## config.mk

```make
export PLATFORM = sky130hd
export DESIGN_NAME = address_region_map_allocator
export DESIGN_NICKNAME = d
export VERILOG_FILES = /design/src/rtl/core/armap_pkg.sv /design/src/rtl/core/armap_dp.sv /design/src/rtl/core/armap_ctrl.sv /design/src/rtl/core/address_region_map_allocator.sv
export SDC_FILE = /design/constraint.sdc
export NUM_CORES = 2
export LEC_CHECK = 0
export BUFFER_PORTS_ARGS = -buffer_cell sky130_fd_sc_hd__buf_2
export CAP_MARGIN = 15
export CORE_MARGIN = 2
export CORE_UTILIZATION = 43
export DETAILED_ROUTE_END_ITERATION = 12
export PLACE_DENSITY = 0.63
export SLEW_MARGIN = 0
export SYNTH_ARGS = -nofsm -noshare
export SYNTH_HDL_FRONTEND = slang
export SYNTH_SLANG_ARGS = --single-unit
```

## constraint.sdc

```tcl
create_clock -name i_clk -period 10.4 [get_ports i_clk]
set_input_delay 0 -clock i_clk [delete_from_list [all_inputs] [get_ports i_clk]]
set_output_delay 0 -clock i_clk [all_outputs]
set_load 0.03 [all_outputs]
```

## src/rtl/core/armap_pkg.sv

```systemverilog
// ----------------------------------------------------------------------------
// armap_pkg
// Shared types, constants and helpers for the address region map allocator.
// ----------------------------------------------------------------------------
package armap_pkg;

    localparam int TABLE_ENTRIES = 16;
    localparam int ALIGN_BITS    = 12;

    localparam int IDX_W   = (TABLE_ENTRIES > 1) ? $clog2(TABLE_ENTRIES) : 1;
    localparam int ADDR_W  = 32;
    localparam int LEN_W   = 32;
    localparam int FLAGS_W = 8;
    localparam int END_W   = ADDR_W + 1;
    // room for an aligned end past the top of the space plus a length
    localparam int WIN_W   = ADDR_W + 3;

    localparam int IN_DATA_W  = 72;
    localparam int OUT_DATA_W = 40;

    localparam logic [IDX_W-1:0] LAST_IDX = IDX_W'(TABLE_ENTRIES - 1);

    localparam logic [WIN_W-1:0] ALIGN_MASK =
        (WIN_W'(1) << ALIGN_BITS) - WIN_W'(1);
    localparam logic [WIN_W-1:0] TOP_OF_SPACE = WIN_W'(1) << ADDR_W;

    typedef enum logic [1:0] {
        OP_PLACE   = 2'd0,
        OP_RELEASE = 2'd1,
        OP_QUERY   = 2'd2,
        OP_FIND    = 2'd3
    } t_op;

    typedef enum logic [1:0] {
        ST_OK       = 2'd0,
        ST_INVALID  = 2'd1,
        ST_FULL     = 2'd2,
        ST_NO_SPACE = 2'd3
    } t_status;

    typedef enum logic [2:0] {
        S_IDLE,
        S_START,
        S_WIN,
        S_SCAN,
        S_DONE
    } t_state;

    typedef struct packed {
        logic    load_in;
        logic    win_calc;
        logic    step;
        logic    move;
        logic    write_entry;
        logic    clear_entry;
        logic    take_flags;
        logic    out_load;
        t_status out_status;
    } t_dp_cmd;

    typedef struct packed {
        t_op  op;
        logic full;
        logic len_zero;
        logic hit;
        logic last;
        logic clean_done;
        logic wraps;
        logic out_busy;
    } t_dp_stat;

    function automatic logic [WIN_W-1:0] align_up(input logic [WIN_W-1:0] x);
        return (x + ALIGN_MASK) & ~ALIGN_MASK;
    endfunction

    localparam logic [WIN_W-1:0] FIND_START = align_up(WIN_W'(1));

endpackage

```

## src/rtl/core/armap_dp.sv

```systemverilog
// ----------------------------------------------------------------------------
// armap_dp
// Region table, window registers, single-entry compare unit and result register.
// ----------------------------------------------------------------------------
module armap_dp (
    input  logic                          i_clk,
    input  logic                          i_rst_n,
    input  armap_pkg::t_dp_cmd            i_cmd,
    output armap_pkg::t_dp_stat           o_stat,
    input  armap_pkg::t_op                i_in_op,
    input  logic [armap_pkg::ADDR_W-1:0]  i_in_addr,
    input  logic [armap_pkg::LEN_W-1:0]   i_in_len,
    input  logic [armap_pkg::FLAGS_W-1:0] i_in_flags,
    input  logic                          i_out_ready,
    output logic                          o_out_valid,
    output armap_pkg::t_status            o_out_status,
    output logic [armap_pkg::FLAGS_W-1:0] o_out_found,
    output logic [armap_pkg::ADDR_W-1:0]  o_out_free
);
    import armap_pkg::*;

    logic [TABLE_ENTRIES-1:0] r_valid;
    logic [ADDR_W-1:0]        r_start [TABLE_ENTRIES];
    logic [END_W-1:0]         r_end   [TABLE_ENTRIES];
    logic [FLAGS_W-1:0]       r_flags [TABLE_ENTRIES];

    t_op                r_op;
    logic [LEN_W-1:0]   r_len;
    logic [ADDR_W-1:0]  r_addr;
    logic [FLAGS_W-1:0] r_new_flags;
    logic [WIN_W-1:0]   r_ps;
    logic [WIN_W-1:0]   r_pe;
    logic [IDX_W-1:0]   r_idx;
    logic [IDX_W-1:0]   r_clean;
    logic [FLAGS_W-1:0] r_found;

    logic               r_out_valid;
    t_status            r_out_status;
    logic [FLAGS_W-1:0] r_out_found;
    logic [ADDR_W-1:0]  r_out_free;

    logic [WIN_W-1:0] c_lo;
    logic [WIN_W-1:0] c_hi;
    logic             meets;
    logic             hit;
    logic             last;
    logic [IDX_W-1:0] idx_next;
    logic [IDX_W-1:0] slot;

    assign c_lo = WIN_W'(r_start[r_idx]);
    assign c_hi = WIN_W'(r_end[r_idx]);

    // window [ps,pe) meets region [lo,hi)
    assign meets = ((c_lo <= r_ps) && (r_ps < c_hi)) || ((r_ps <= c_lo) && (c_lo < r_pe));
    assign hit   = r_valid[r_idx] && meets;
    assign last  = (r_idx == LAST_IDX);
    assign idx_next = last ? '0 : r_idx + IDX_W'(1);

    always_comb begin
        slot = '0;
        for (int i = TABLE_ENTRIES - 1; i >= 0; i--) begin
            if (!r_valid[i]) begin
                slot = IDX_W'(i);
            end
        end
    end

    always_comb begin
        o_stat.op         = r_op;
        o_stat.full       = &r_valid;
        o_stat.len_zero   = (r_len == '0);
        o_stat.hit        = hit;
        o_stat.last       = last;
        o_stat.clean_done = (r_clean == LAST_IDX);
        o_stat.wraps      = (r_ps >= TOP_OF_SPACE) || (r_pe > TOP_OF_SPACE);
        o_stat.out_busy   = r_out_valid && !i_out_ready;
    end

    always_ff @(posedge i_clk) begin
        if (!i_rst_n) begin
            r_valid <= '0;
        end else begin
            if (i_cmd.write_entry) begin
                r_valid[slot] <= 1'b1;
            end
            if (i_cmd.clear_entry) begin
                r_valid[r_idx] <= 1'b0;
            end
        end
    end

    always_ff @(posedge i_clk) begin
        if (i_cmd.write_entry) begin
            r_start[slot] <= r_addr;
            r_end[slot]   <= r_pe[END_W-1:0];
            r_flags[slot] <= r_new_flags;
        end
    end

    always_ff @(posedge i_clk) begin
        if (i_cmd.load_in) begin
            r_op        <= i_in_op;
            r_addr      <= i_in_addr;
            r_len       <= i_in_len;
            r_new_flags <= i_in_flags;
            r_idx       <= '0;
            r_clean     <= '0;
            r_found     <= '0;
            unique case (i_in_op)
                OP_FIND: begin
                    r_ps <= FIND_START;
                    r_pe <= FIND_START;
                end
                OP_PLACE: begin
                    r_ps <= WIN_W'(i_in_addr);
                    r_pe <= WIN_W'(i_in_addr) + WIN_W'(i_in_len);
                end
                OP_RELEASE, OP_QUERY: begin
                    // empty window: meets only a region that holds the address
                    r_ps <= WIN_W'(i_in_addr);
                    r_pe <= WIN_W'(i_in_addr);
                end
            endcase
        end else begin
            if (i_cmd.win_calc) begin
                r_pe <= align_up(r_ps + WIN_W'(r_len));
            end
            if (i_cmd.step) begin
                r_idx   <= idx_next;
                r_clean <= r_clean + IDX_W'(1);
            end
            if (i_cmd.move) begin
                r_ps    <= align_up(c_hi);
                r_idx   <= idx_next;
                r_clean <= '0;
            end
            if (i_cmd.take_flags) begin
                r_found <= r_flags[r_idx];
            end
        end
    end

    always_ff @(posedge i_clk) begin
        if (!i_rst_n) begin
            r_out_valid <= 1'b0;
        end else if (i_cmd.out_load) begin
            r_out_valid <= 1'b1;
        end else if (i_out_ready) begin
            r_out_valid <= 1'b0;
        end
    end

    always_ff @(posedge i_clk) begin
        if (i_cmd.out_load) begin
            r_out_status <= i_cmd.out_status;
            r_out_found  <= r_found;
            r_out_free   <= (r_op == OP_FIND && i_cmd.out_status == ST_OK) ?
                            r_ps[ADDR_W-1:0] : '0;
        end
    end

    assign o_out_valid  = r_out_valid;
    assign o_out_status = r_out_status;
    assign o_out_found  = r_out_found;
    assign o_out_free   = r_out_free;

endmodule

```

## src/rtl/core/armap_ctrl.sv

```systemverilog
// ----------------------------------------------------------------------------
// armap_ctrl
// Sequencer: walks the table one entry per cycle while scanning and issues datapath commands.
// ----------------------------------------------------------------------------
module armap_ctrl (
    input  logic                i_clk,
    input  logic                i_rst_n,
    input  logic                i_in_valid,
    output logic                o_in_ready,
    input  armap_pkg::t_dp_stat i_stat,
    output armap_pkg::t_dp_cmd  o_cmd
);
    import armap_pkg::*;

    t_state  r_state;
    t_state  n_state;
    t_status r_status;
    t_status n_status;

    always_ff @(posedge i_clk) begin
        if (!i_rst_n) begin
            r_state  <= S_IDLE;
            r_status <= ST_OK;
        end else begin
            r_state  <= n_state;
            r_status <= n_status;
        end
    end

    always_comb begin
        n_state  = r_state;
        n_status = r_status;
        unique case (r_state)
            S_IDLE: begin
                if (i_in_valid) begin
                    n_state = S_START;
                end
            end
            S_START: begin
                priority if (i_stat.op == OP_PLACE && i_stat.full) begin
                    n_status = ST_FULL;
                    n_state  = S_DONE;
                end else if (i_stat.op == OP_PLACE && i_stat.len_zero) begin
                    n_status = ST_INVALID;
                    n_state  = S_DONE;
                end else if (i_stat.op == OP_FIND) begin
                    n_state = S_WIN;
                end else begin
                    n_state = S_SCAN;
                end
            end
            S_WIN: begin
                n_state = S_SCAN;
            end
            S_SCAN: begin
                if (i_stat.hit) begin
                    unique case (i_stat.op)
                        OP_PLACE: begin
                            n_status = ST_INVALID;
                            n_state  = S_DONE;
                        end
                        OP_RELEASE, OP_QUERY: begin
                            n_status = ST_OK;
                            n_state  = S_DONE;
                        end
                        OP_FIND: begin
                            n_state = S_WIN;
                        end
                    endcase
                end else if (i_stat.op == OP_FIND) begin
                    // a full lap with no hit: the window is settled
                    if (i_stat.clean_done) begin
                        n_status = i_stat.wraps ? ST_NO_SPACE : ST_OK;
                        n_state  = S_DONE;
                    end
                end else if (i_stat.last) begin
                    n_status = (i_stat.op == OP_PLACE) ? ST_OK : ST_INVALID;
                    n_state  = S_DONE;
                end
            end
            S_DONE: begin
                if (!i_stat.out_busy) begin
                    n_state = S_IDLE;
                end
            end
            default: begin
                n_state = S_IDLE;
            end
        endcase
    end

    always_comb begin
        o_cmd      = '0;
        o_in_ready = 1'b0;
        unique case (r_state)
            S_IDLE: begin
                o_in_ready    = 1'b1;
                o_cmd.load_in = i_in_valid;
            end
            S_START: begin
            end
            S_WIN: begin
                o_cmd.win_calc = 1'b1;
            end
            S_SCAN: begin
                if (i_stat.hit) begin
                    unique case (i_stat.op)
                        OP_PLACE:   o_cmd.out_status = ST_INVALID;
                        OP_RELEASE: o_cmd.clear_entry = 1'b1;
                        OP_QUERY:   o_cmd.take_flags = 1'b1;
                        OP_FIND:    o_cmd.move = 1'b1;
                    endcase
                end else if (i_stat.op == OP_FIND) begin
                    o_cmd.step = !i_stat.clean_done;
                end else if (i_stat.last) begin
                    o_cmd.write_entry = (i_stat.op == OP_PLACE);
                end else begin
                    o_cmd.step = 1'b1;
                end
            end
            S_DONE: begin
                o_cmd.out_load   = !i_stat.out_busy;
                o_cmd.out_status = r_status;
            end
            default: begin
            end
        endcase
    end

endmodule

```

## src/rtl/core/address_region_map_allocator.sv

```systemverilog
// Place, release and query walk the table at most once from accept to result. Find walks
// it once when the first window is free, and once more after each region that pushes the window.
// Throughput: one item at a time; the single-entry compare unit checks one entry per scan cycle.
// A new item is accepted while the previous result still waits in the output register.
// Reset (synchronous, active low) clears all valid bits, the sequencer and the output valid.
// ----------------------------------------------------------------------------
// address_region_map_allocator
// Region table with place, release, flag query and first-fit aligned range search.
// ----------------------------------------------------------------------------
module address_region_map_allocator (
    input  logic                             i_clk,
    input  logic                             i_rst_n,
    input  logic                             s_axis_tvalid,
    output logic                             s_axis_tready,
    // address[31:0], length[63:32], region_flags[71:64]
    input  logic [armap_pkg::IN_DATA_W-1:0]  s_axis_tdata,
    // opcode[1:0]
    input  logic [1:0]                       s_axis_tuser,
    output logic                             m_axis_tvalid,
    input  logic                             m_axis_tready,
    // found_flags[7:0], free_address[39:8]
    output logic [armap_pkg::OUT_DATA_W-1:0] m_axis_tdata,
    // status[1:0]
    output logic [1:0]                       m_axis_tuser
);
    import armap_pkg::*;

    t_dp_cmd            dp_cmd;
    t_dp_stat           dp_stat;
    t_status            out_status;
    logic [FLAGS_W-1:0] out_found;
    logic [ADDR_W-1:0]  out_free;

    armap_ctrl u_ctrl (
        .i_clk      (i_clk),
        .i_rst_n    (i_rst_n),
        .i_in_valid (s_axis_tvalid),
        .o_in_ready (s_axis_tready),
        .i_stat     (dp_stat),
        .o_cmd      (dp_cmd)
    );

    armap_dp u_dp (
        .i_clk        (i_clk),
        .i_rst_n      (i_rst_n),
        .i_cmd        (dp_cmd),
        .o_stat       (dp_stat),
        .i_in_op      (t_op'(s_axis_tuser)),
        .i_in_addr    (s_axis_tdata[31:0]),
        .i_in_len     (s_axis_tdata[63:32]),
        .i_in_flags   (s_axis_tdata[71:64]),
        .i_out_ready  (m_axis_tready),
        .o_out_valid  (m_axis_tvalid),
        .o_out_status (out_status),
        .o_out_found  (out_found),
        .o_out_free   (out_free)
    );

    assign m_axis_tdata = {out_free, out_found};
    assign m_axis_tuser = 2'(out_status);

    a_one_in_flight: assert property (@(posedge i_clk) disable iff (!i_rst_n)
        s_axis_tvalid && s_axis_tready |=> !s_axis_tready)
        else $error("second item accepted while one is in work");

    a_write_safe: assert property (@(posedge i_clk) disable iff (!i_rst_n)
        dp_cmd.write_entry |-> !dp_stat.full && !dp_stat.hit)
        else $error("region written into full table or over a stored region");

    a_no_overrun: assert property (@(posedge i_clk) disable iff (!i_rst_n)
        dp_cmd.out_load |-> !dp_stat.out_busy)
        else $error("result overwrote one not yet taken");

    a_free_zero_on_fail: assert property (@(posedge i_clk) disable iff (!i_rst_n)
        m_axis_tvalid && (m_axis_tuser != 2'(ST_OK)) |-> (m_axis_tdata[39:8] == '0))
        else $error("free address nonzero on failed item");

endmodule
```

==> results.md <==
Run status:
- The run finished with clean final reports.

Floorplan:
- The chip width is 374 um.
- The total number of placement rows is 135.
- The I/O pin total is 122.
- The area of the core is 136000 um^2.
- The overall die area is 140000 um^2.
- The chip height is 374 um.
- For this configuration, the core starts out at a cell density of 43.4%.

Yosys:
- Summing the areas of all compound-gate instances in the mapped netlist gives 3.98% of the synthesized area.
- Yosys mapped the design onto 89 distinct sky130hd cell types.
- The combinational family with the most area after synthesis is multiplexers.
- The most used flip-flop cell after synthesis is edfxtp_1.
- Of all flip-flops after synthesis, the portion carrying an async set or reset was 0%.
- Summing the areas of all and, or, nand and nor instances in the mapped netlist gives 3.91% of the synthesized area.
- The number of warning messages in the yosys log is 0.
- The synthesized netlist devotes 4.28% of its cell area to adder and majority cells.
- After synthesis, flip-flops and latches occupy 70.4% of the total area.
- The xor and xnor fraction of the mapped netlist area is 0.996%.
- The synthesized cell area is 58900 um^2.
- The total of flip-flops plus latches after synthesis is 1395.
- Counting flops with a built-in enable in the synthesized netlist gives 1353.
- The post-synthesis net count is 3380.
- The portion of synthesized area spent on multiplexers is 14.4%.
- A synthesized cell averages 19.0 um^2.
- The post-synthesis instance total is 3101.

Critical path:
- In this run the register-to-register setup slack is 3.08 ns.
- Along the worst path, the maximum fanout reaches 38.
- On the critical path the largest part of the delay comes from simple AND/OR/NAND/NOR gates.
- The nature of the critical path startpoint is a register.
- STA puts the critical path data arrival time at 7.76 ns.
- The type of element capturing the critical path is a register.
- In this run the critical register-to-register path is captured at u_dp.r_end[9][26]$_DFFE_PP_.
- The critical path goes through buf_4 > mux4_2 > mux4_2 > ha_1 > nand3_1 > nor4_1 > o211ai_1 > o311ai_1 > a31oi_2 > o211a_4 > nor3_4 > or3b_4 > nor2_4 > buf_4.
- The required arrival time at the worst endpoint is 10.83 ns.
- The largest single stage delay on the critical path is 0.85 ns.
- The standard cell with the maximum stage delay on the critical path is nor2_4.
- The worst setup path is of the register to register kind.
- The critical path contains buffers and inverters numbering 2 combined.
- Measured in cells, the most critical reg-to-reg path has a length of 14.

Hold path:
- The instance count along the most critical hold path is 2.
- The tightest min-delay check is of the input pin to register type.
- The path with the worst hold slack has its endpoint at u_dp.r_len[2]$_DFFE_PP_.
- The startpoint of the most critical hold path is s_axis_tdata[34].

Placement:
- Once detailed placement completed, the half-perimeter wirelength came to 93100 um.
- The setup slack at placement is 3.02 ns.
- At the end of routability-driven placement, the weighted congestion stood at 0.871.
- The number of buffers added on ports is 121.
- In this run, placement finished with an instance count of 4951.
- The cell area after placement is 62000 um^2.

Clocking:
- Clock latency on the worst-skew pair, taken at its later pin, is 0.79 ns.
- In this run, post-CTS repair resized a total of 0 instances.
- Clock tree synthesis found a total of 1395 sinks.
- Counting along the longest clock path gives a buffer depth of 3.
- The total CTS buffers is 145.
- The cell chosen for the clock root is clkbuf_16.
- The total number of H-tree levels is 4.
- The number of buffers inserted by post-CTS setup repair is 0.
- The clock-pin slew of the registers on the worst-case setup and hold paths is 0.06 ns.
- The CTS tree is yes.

Global route:
- The total routing usage reported by global routing is 22.0%.
- For this run the aggregate overflow at the end of global routing stands at 0.
- The first global-routing pass estimated 222000 um of wire.
- The via count of the first global-routing pass is 31400.
- Entering global routing, the biggest net connects 75 pins.
- The number of antenna violations at the first check in global routing is 5.

Timing:
- In the post-route analysis, the smallest setup slack over all paths is 3.08 ns.
- Setup repair after global routing left no endpoint under its margin.
- For the pin with the worst max-slew slack, the measured transition is 1.13 ns.
- The max-slew headroom at the worst pin is 24.4%.
- Static timing analysis puts the maximum clock frequency at 0.137 GHz.
- The number of pins exceeding their max-slew limit in the final report is 0.
- Hold is met by 0.0540 ns.
- The smallest clock period supported by the final layout is computed as 7.32 ns.
- After layout, the worst path uses 70.4% of the clock period.
- The setup TNS is 0 ns.
- The final count of hold timing violations was 0.
- Setup violations remaining at the end of the flow were counted as 0.
- The clock arrives with 0.0343 ns of skew.

Final layout:
- The library cells used most frequently in the layout, excluding fill and tap cells, are edfxtp_1 (1353), mux4_2 (371), ha_1 (200).
- In the final layout, the share of cells above drive strength 1 is 23.3%.
- The library cell used most frequently in the layout, excluding fill and tap cells, is edfxtp_1.
- Once layout is done, the placed cells without fillers occupy 67700 um^2.
- The area growth from synthesis to final layout is 14.9%.
- At the end of the flow the core is filled with cells to 49.9%.
- The final net count is 3700.
- The final cell count without fillers is 5324.

Pwr:
- Sequential cells burn 48.0% of the power.
- The switching share of power is 27.3%.
- The share of total power dissipated in combinational logic is 17.4%.
- The power density over cell area is 216 nW/um^2.
- The total power consumption of the routed design is 14.7 mW.
- The largest vdd supply drop is 0.000167 V.
- For this design the total switching power over the nets is 4.01 mW.
- Cell internal power was estimated by the tool at 10.6 mW.
- The leakage power summed over all cells is 22.2 nW.
- The share of total power dissipated in the clock network is 34.6%.

Drt:
- The number of detailed-routing iterations run before antenna repair is 6.
- Summing over every cut layer, the via total after detailed routing is 31500.
- The routed via count divided by cell count is 5.91.
- The number of antenna-violating nets in the routed design is 0.
- In this run, the number of DRC markers left after iteration 0 of detailed routing was 3483.
- The DRC violations left is 0.
- The routed wirelength normalized by instance count is 28.9 um.
- Wires add up to 154000 um.

Flow run:
- The max-capacitance violation count is 0.
-- flip-flops by register name, indices dropped and copies added, names as in the netlist, 8 cells and up, named ones only --
signal / flops
u_dp.r_end: 528
u_dp.r_new_flags: 8
u_dp.r_addr: 32
u_dp.r_found: 8
u_dp.r_pe: 35
u_dp.o_out_free: 32
u_dp.o_out_found: 8
u_dp.r_start: 512
u_dp.r_ps: 34
u_dp.r_flags: 128
u_dp.r_valid: 16
u_dp.r_len: 32
-- synthesized netlist by cell type (6+ instances only) --
cell type	instances	area share, %
a22o_1	12	0.18
mux2i_1	8	0.14
buf_2	29	0.25
buf_1	12	0.076
o21a_1	9	0.11
nor4_1	26	0.28
o221ai_1	9	0.13
a211oi_1	20	0.25
o21bai_1	6	0.076
nor2b_1	10	0.11
and2_1	51	0.54
ha_1	200	4.2
o221a_2	10	0.19
nor3_1	21	0.18
buf_6	12	0.23
or3_1	6	0.064
a21oi_1	71	0.60
mux4_2	371	14
xnor2_1	42	0.62
or4_1	6	0.076
nand3b_1	11	0.14
dfxtp_1	42	1.4
a21o_1	38	0.48
o211ai_1	9	0.11
a31oi_1	13	0.14
xor2_1	25	0.37
o21ai_1	12	0.10
nand2_1	103	0.66
o31ai_1	6	0.076
nor2_1	80	0.51
nand3_1	42	0.36
inv_1	165	1.1
nand4_1	27	0.29
o21ai_0	68	0.58
edfxtp_1	1353	69
a22oi_1	10	0.13
and3_1	16	0.17
nand2b_1	12	0.13
clkbuf_1	49	0.31
-- cells by family (layout without fill, tap and decap cells) --
kind of cell,Yosys count,after routing
DFF,1395,1395
muxes,381,381
adders and majority gates,201,201
AOI/OAI and AO/OA,343,343
other,0,3
xor gates and xnor gates,67,67
buffers and inverters,276,715
and+or+nand+nor,438,438
-- power groups by stage --
stage / clock [mW] / combinational (mW) / sequential, mW
after CTS: 5.17 / 2.56 / 7.02
after detailed placement: 0 / 2.52 / 7.13
after floorplan: 0 / 1.95 / 6.88
after global routing: 5.38 / 2.78 / 7.06
after global placement: 0 / 2.50 / 7.12
final: 5.08 / 2.55 / 7.03
-- cell type report --
type / instances / area, um^2
well taps: 1781 / 2230
inverters: 166 / 628
fillers: 10900 / 68000
diodes: 3 / 7.51
clock inverters: 91 / 860
flip-flops and latches: 1395 / 41500
clock buffers: 175 / 3810
multi-input cells: 1430 / 16400
repair buffers: 283 / 2290
-- routing by layer --
layer	wire length [um]	GRT usage (%)	part of all wire [%]
met1	66000	31.9	43
met2	71800	34.2	47
met3	12000	4.15	7.8
met4	3870	6.33	2.5
met5	0	0	0
-- worst max path at each step --
stage	from	end	slack [ns]	depth (start not counted)
after floorplan	register	u_dp.r_valid[3]$_SDFF_PN0_	1.25	23
after global placement	register	u_dp.r_end[9][26]$_DFFE_PP_	3.09	14
after detailed placement	register	u_dp.r_start[9][24]$_DFFE_PP_	3.02	15
after CTS	register	u_dp.r_end[9][26]$_DFFE_PP_	2.96	15
after global routing	register	u_dp.r_end[9][26]$_DFFE_PP_	2.70	15
final	register	u_dp.r_end[9][26]$_DFFE_PP_	3.08	14
-- what timing repair did --
item                       4_1_cts  5_1_grt
hold endpoints to repair       185        0
hold buffers                   104        0
setup endpoints to repair        0        0
Power figures use the tool's default switching activity.
